**src/rtl/hp_pkg.sv**
```systemverilog
// Shared types and constants for the binary min-heap priority queue.
// Depends on nothing; every other file of the block imports it.
`default_nettype none

package hp_pkg;

    localparam int HP_CAPACITY = 1024;
    localparam int DATA_W      = 32;
    localparam int ENTRY_W     = 11;

    // Request codes carried in req_type. The unused code behaves as a peek.
    localparam logic [1:0] REQ_INSERT  = 2'd0;
    localparam logic [1:0] REQ_EXTRACT = 2'd1;
    localparam logic [1:0] REQ_PEEK    = 2'd2;

    // Result status codes.
    localparam logic [1:0] STAT_OK    = 2'd0;
    localparam logic [1:0] STAT_EMPTY = 2'd1;
    localparam logic [1:0] STAT_FULL  = 2'd2;

    // Value reported when there is no entry to show.
    localparam logic signed [DATA_W-1:0] EMPTY_VALUE = -32'sd1;

    // Operand selection for the shared comparator.
    typedef logic [1:0] cmp_sel_t;
    localparam cmp_sel_t CMP_UP       = 2'd0; // carried value < parent
    localparam cmp_sel_t CMP_CHILDREN = 2'd1; // right child < left child
    localparam cmp_sel_t CMP_DOWN     = 2'd2; // smaller child < carried value

    typedef struct packed {
        logic [1:0]               req_type;
        logic signed [DATA_W-1:0] value;
    } hp_req_t;

    typedef struct packed {
        logic signed [DATA_W-1:0] removed_value;
        logic signed [DATA_W-1:0] min_after;
        logic [ENTRY_W-1:0]       entry_count;
        logic                     is_empty;
        logic [1:0]               status;
    } hp_rsp_t;

endpackage

`default_nettype wire

```
**src/rtl/hp_cmp.sv**
```systemverilog
// Shared signed comparator of the heap sequencer, with its operand select.
// Depends on hp_pkg.
`default_nettype none

module hp_cmp (
    input  hp_pkg::cmp_sel_t                 sel,
    input  logic signed [hp_pkg::DATA_W-1:0] carry_val,
    input  logic signed [hp_pkg::DATA_W-1:0] mem_val,
    input  logic signed [hp_pkg::DATA_W-1:0] child_val,
    output logic                             less
);
    import hp_pkg::*;

    logic signed [DATA_W-1:0] op_a;
    logic signed [DATA_W-1:0] op_b;

    always_comb begin
        unique case (sel)
            CMP_UP: begin
                op_a = carry_val;
                op_b = mem_val;
            end
            CMP_CHILDREN: begin
                op_a = mem_val;
                op_b = child_val;
            end
            CMP_DOWN: begin
                op_a = child_val;
                op_b = carry_val;
            end
            default: begin
                op_a = carry_val;
                op_b = carry_val;
            end
        endcase
    end

    assign less = (op_a < op_b);

endmodule

`default_nettype wire

```
**config.mk**
```make
export PLATFORM = sky130hd
export DESIGN_NAME = hp_cmp
export DESIGN_NICKNAME = d
export VERILOG_FILES = /design/src/rtl/hp_pkg.sv /design/src/rtl/hp_cmp.sv
export SDC_FILE = /design/constraint.sdc
export NUM_CORES = 1
export LEC_CHECK = 0
export BUFFER_PORTS_ARGS = -buffer_cell sky130_fd_sc_hd__buf_2
export CORE_ASPECT_RATIO = 1.5
export CORE_MARGIN = 2
export CORE_UTILIZATION = 29
export DETAILED_ROUTE_END_ITERATION = 7
export MAX_ROUTING_LAYER = met4
export PLACE_DENSITY = 0.6
export RECOVER_POWER = 50
export SYNTH_ARGS = -nofsm -noshare
export SYNTH_HDL_FRONTEND = slang
export SYNTH_SLANG_ARGS = --single-unit
export TNS_END_PERCENT = 100
```
**constraint.sdc**
```tcl
create_clock -name vclk -period 6.1
set_input_delay 1.22 -clock vclk [all_inputs]
set_output_delay 1.22 -clock vclk [all_outputs]
set_load 0.03 [all_outputs]
```
# After elaboration in Yosys (flattened, before gate mapping)
# Index checks and enable logic that the tools add are counted.
[word_totals]
rom_bits = 0
wordCells = 6
regBits = 0
latch_bits = 0
mem_bits_rw = 0
n_memories = 0
out_inout_bits = 1
[op_classes]
n_mul = 0
bitwise = 0
eq_ne = 2
order_cmp = 1
n_div = 0
add_sub_neg = 0
shift = 0
n_reduce_logical = 1
n_mux = 2
[op_table]
columns = ["op", "count"]
rows = [
  ["case mux 32 bit (2 select lines)", 2],
  ["< comparator 32 bit", 1],
  ["== test 2 x 1 -> 1 bit, second input constant", 1],
  ["== test 2 bit, second input constant", 1],
  ["zero test 2 bit", 1],
]

# Logic depth before layout (Yosys ltp)
[depth]
word_depth = 3
mapped_depth = 14

# Worst setup path before layout
# OpenSTA, ideal clock, no wires.
[synth_timing]
path_kind = "input to output"
startpoint = "in sel[0]"
endpoint = "out less"
n_path_buf = 2
stages = 14
t_arrival_ns = 4.087
path_slack_ns = 0.793
cell_sequence = "inv_1 -> ha_1 -> buf_2 -> nor2_1 -> clkbuf_1 -> a21oi_1 -> ha_1 -> a21o_1 -> a21o_1 -> a2111oi_0 -> o21ba_1 -> o31ai_1 -> a21oi_1 -> mux2i_1"
[synth_between]
elab_chain_len = 3
word_cells_on_any_way = 6
[synth_rtl]
columns = ["item", "line_no", "rtl"]
rows = [
  ["start: declaration", "hp_cmp.sv:6", "input hp_pkg::cmp_sel_t sel,"],
  ["== test 2 bit (tied with other cells)", "hp_cmp.sv:18", "unique case (sel)"],
  ["case mux 32 bit (2 select lines)", "hp_cmp.sv:18", ""],
  ["< comparator 32 bit (*)", "hp_cmp.sv:38", "assign less = (op_a < op_b);"],
  ["end: declaration", "hp_cmp.sv:10", "output logic less"],
]
# Mark *: on every way between the ends. The rest lies on a longest branch, timed or not.

# Final worst setup path
[layout_timing]
startpoint = "in sel[1]"
endpoint = "out less"
# Same word-level chain as after synthesis.

==> metrics.yaml <==
final_layout:
  fin_area_sq_mm: 0.00234
  layout.nets: 481
  layout-drive-gt1-share_pct: 32.0
  antennaDiodeCount: 0
  regArea_sq_um: 0
  clkbuf_count: 0
  multi_input_area_sq_mm: 0.00168
  seq_cells: 0
  fillCellCount: 645
  area_growth_pct: 31.8
route:
  ant_nets: 0
  remaining_drc_errors: 0
  drt_iter0_drc: 115
  first_pass_iters: 4
  avgViaCountPerCell: 5.63
  vias: 2361
  routed_wl_microns: 5990
  wire_per_inst_microns: 14.3
floorplanning:
  core_sq_mm: 0.00587
  fp.dieW_microns: 67.9
  rows: 34
  io_pins: 99
  initial_core_util_pct: 30.3
  die_area_sq_mm: 0.00678
  fp.dieH_microns: 99.9
logic_synthesis:
  synth_area_sq_mm: 0.00178
  synthCells: 265
  avgSynthCellArea_sq_um: 6.70
  seq_area_frac_synth_pct: 0
  synth.distinct_cells: 29
  synth_fp_nets: 397
  yosysWarnings: 0
global_route:
  globalRouteTotalUtil_pct: 17.6
  antenna_found_initial: 0
  grt_pass1_vias: 2250
  grt_pass1_wl_microns: 9650
  grt_max_degree: 42
  overflow: 0
power:
  cellLeakagePower_uw: 0.00114
  p_per_area_mw_per_mm2: 105
  ir_worst_vdd_uv: 33.0
placed_design:
  port_buffers: 99
  placed_cell_area_sq_mm: 0.00234
  gp_congestion: 0.881
  hpwl_microns: 4790
setup_path:
  worstPathRequired_ps: 4880
  crit_fanout: 36
  critPathLaunchType: "input pin"
  critPathArrivalTime_ps: 4440
  crit_type: "in2out"
  endpoint_kind: "output pin"
sta:
  hold_viol: 0
  finalCritPeriodShare_pct: 92.8
  tns_ps: 0
  worst_pin_slew_ps: 522
  slew_viol_final: 0
  fmax_mhz: 177
  min_period_ps: 5660
  setup_violations: 0
  rsz0062_at_grt: "false"
  slew_headroom_pct: 64.3
clock_network:
  hold_buffers: 0
  cts_setup_buffers: 0
  cts_resized: 0
min_path:
  hold_path_class: "in2out"
run_status:
  status: "finished, final reports clean"
flow_run:
  cap_violations: 0
[area by class of cell]
class / count / share of cell area [%]
repair buffers: 106 / 23.9
inverters: 2 / 0.321
multi-input cells: 239 / 71.9
well taps: 72 / 3.85
[through the flow]
| step | total power [uW] | hold slack, ps | worst slack, ps | std cells | utilization [%] |
|---|---|---|---|---|---|
| after floorplan | 162 | 2930 | 793 | 265 | - |
| after global placement | 243 | 3100 | 499 | 419 | 39.9 |
| after detailed placement | 246 | 3100 | 440 | 419 | 39.9 |
| after CTS | 248 | 3110 | 399 | 419 | 39.9 |
| after global routing | 281 | 3160 | 109 | 419 | 39.9 |
| final | 247 | 3110 | 439 | 419 | 39.9 |
[cells in the mapped netlist, drive strengths merged]
library cell | number | area share, %
nor2 | 35 | 7.4
a2111oi | 2 | 0.99
and3 | 1 | 0.35
nand2 | 4 | 0.84
o21a | 2 | 0.84
buf | 8 | 1.9
ha | 34 | 24
or4 | 1 | 0.63
o21ba | 1 | 0.56
or2b | 1 | 0.42
nor4 | 1 | 0.35
nand3 | 1 | 0.28
a21oi | 72 | 20
a22oi | 32 | 14
a31oi | 1 | 0.35
a221o | 1 | 0.56
a21o | 5 | 2.1
nand4 | 5 | 1.8
o211ai | 1 | 0.42
nor3 | 2 | 0.84
o21ai | 2 | 0.56
clkbuf | 16 | 3.4
inv | 2 | 0.42
mux2i | 1 | 0.56
a221oi | 1 | 0.49
a22o | 32 | 16
o31ai | 1 | 0.42
[per-layer routing]
layer / routed length (microns) / global-route usage, % / part of all wire (%) / vias to the layer above
li1: - / - / - / 1222
met1: 2590 / 21.6 / 43 / 1060
met2: 3020 / 32.8 / 50 / 74
met3: 321 / 0.336 / 5.4 / 5
met4: 57 / 1.23 / 0.95 / 0
met5: 0 / - / 0 / -
[placed cells by master (no fill, tap or decap), drive strengths merged, types with 2 or more instances in the layout]
cell type  instances
ha                34
a2111oi            2
inv                2
a22oi             32
nand2              4
buf              106
nand4              5
a21o               5
a22o              32
a21oi             72
nor2              35
nor3               2
o21a               2
o21ai              2
[worst max-delay path: stages]
cell      delay, ps
buf_2           100
inv_1            70
ha_2            530
buf_4           440
a22oi_1         120
a21oi_1         180
ha_1            260
and3_1          200
a221oi_1        260
o21ai_1         110
a221o_1         330
a21oi_1         200
mux2i_1         200
buf_2           210
[where the power goes]
part,internal (uW),switching (uW),total (uW),leakage [uW]
registers,0,0,0,0
clock network,0,0,0,0
logic,115,132,247,0.00114
total,115,132,247,0.00114
[path summary, 6_finish.rpt]
| kind | cells after the start | slack [ps] | endpoint | startpoint |
|---|---|---|---|---|
| min | 5 | 3110 | less | carry_val[31] |
| max | 14 | 440 | less | sel[1] |
[cell families after synthesis]
group | Yosys count | synth area share [%]
AOI/OAI and AO/OA | 153 | 56.9
buffers and inverters | 26 | 5.70
adders and majority gates | 34 | 23.9
muxes | 1 | 0.563
and+or+nand+nor | 51 | 12.9
Power figures use the tool's default switching activity.
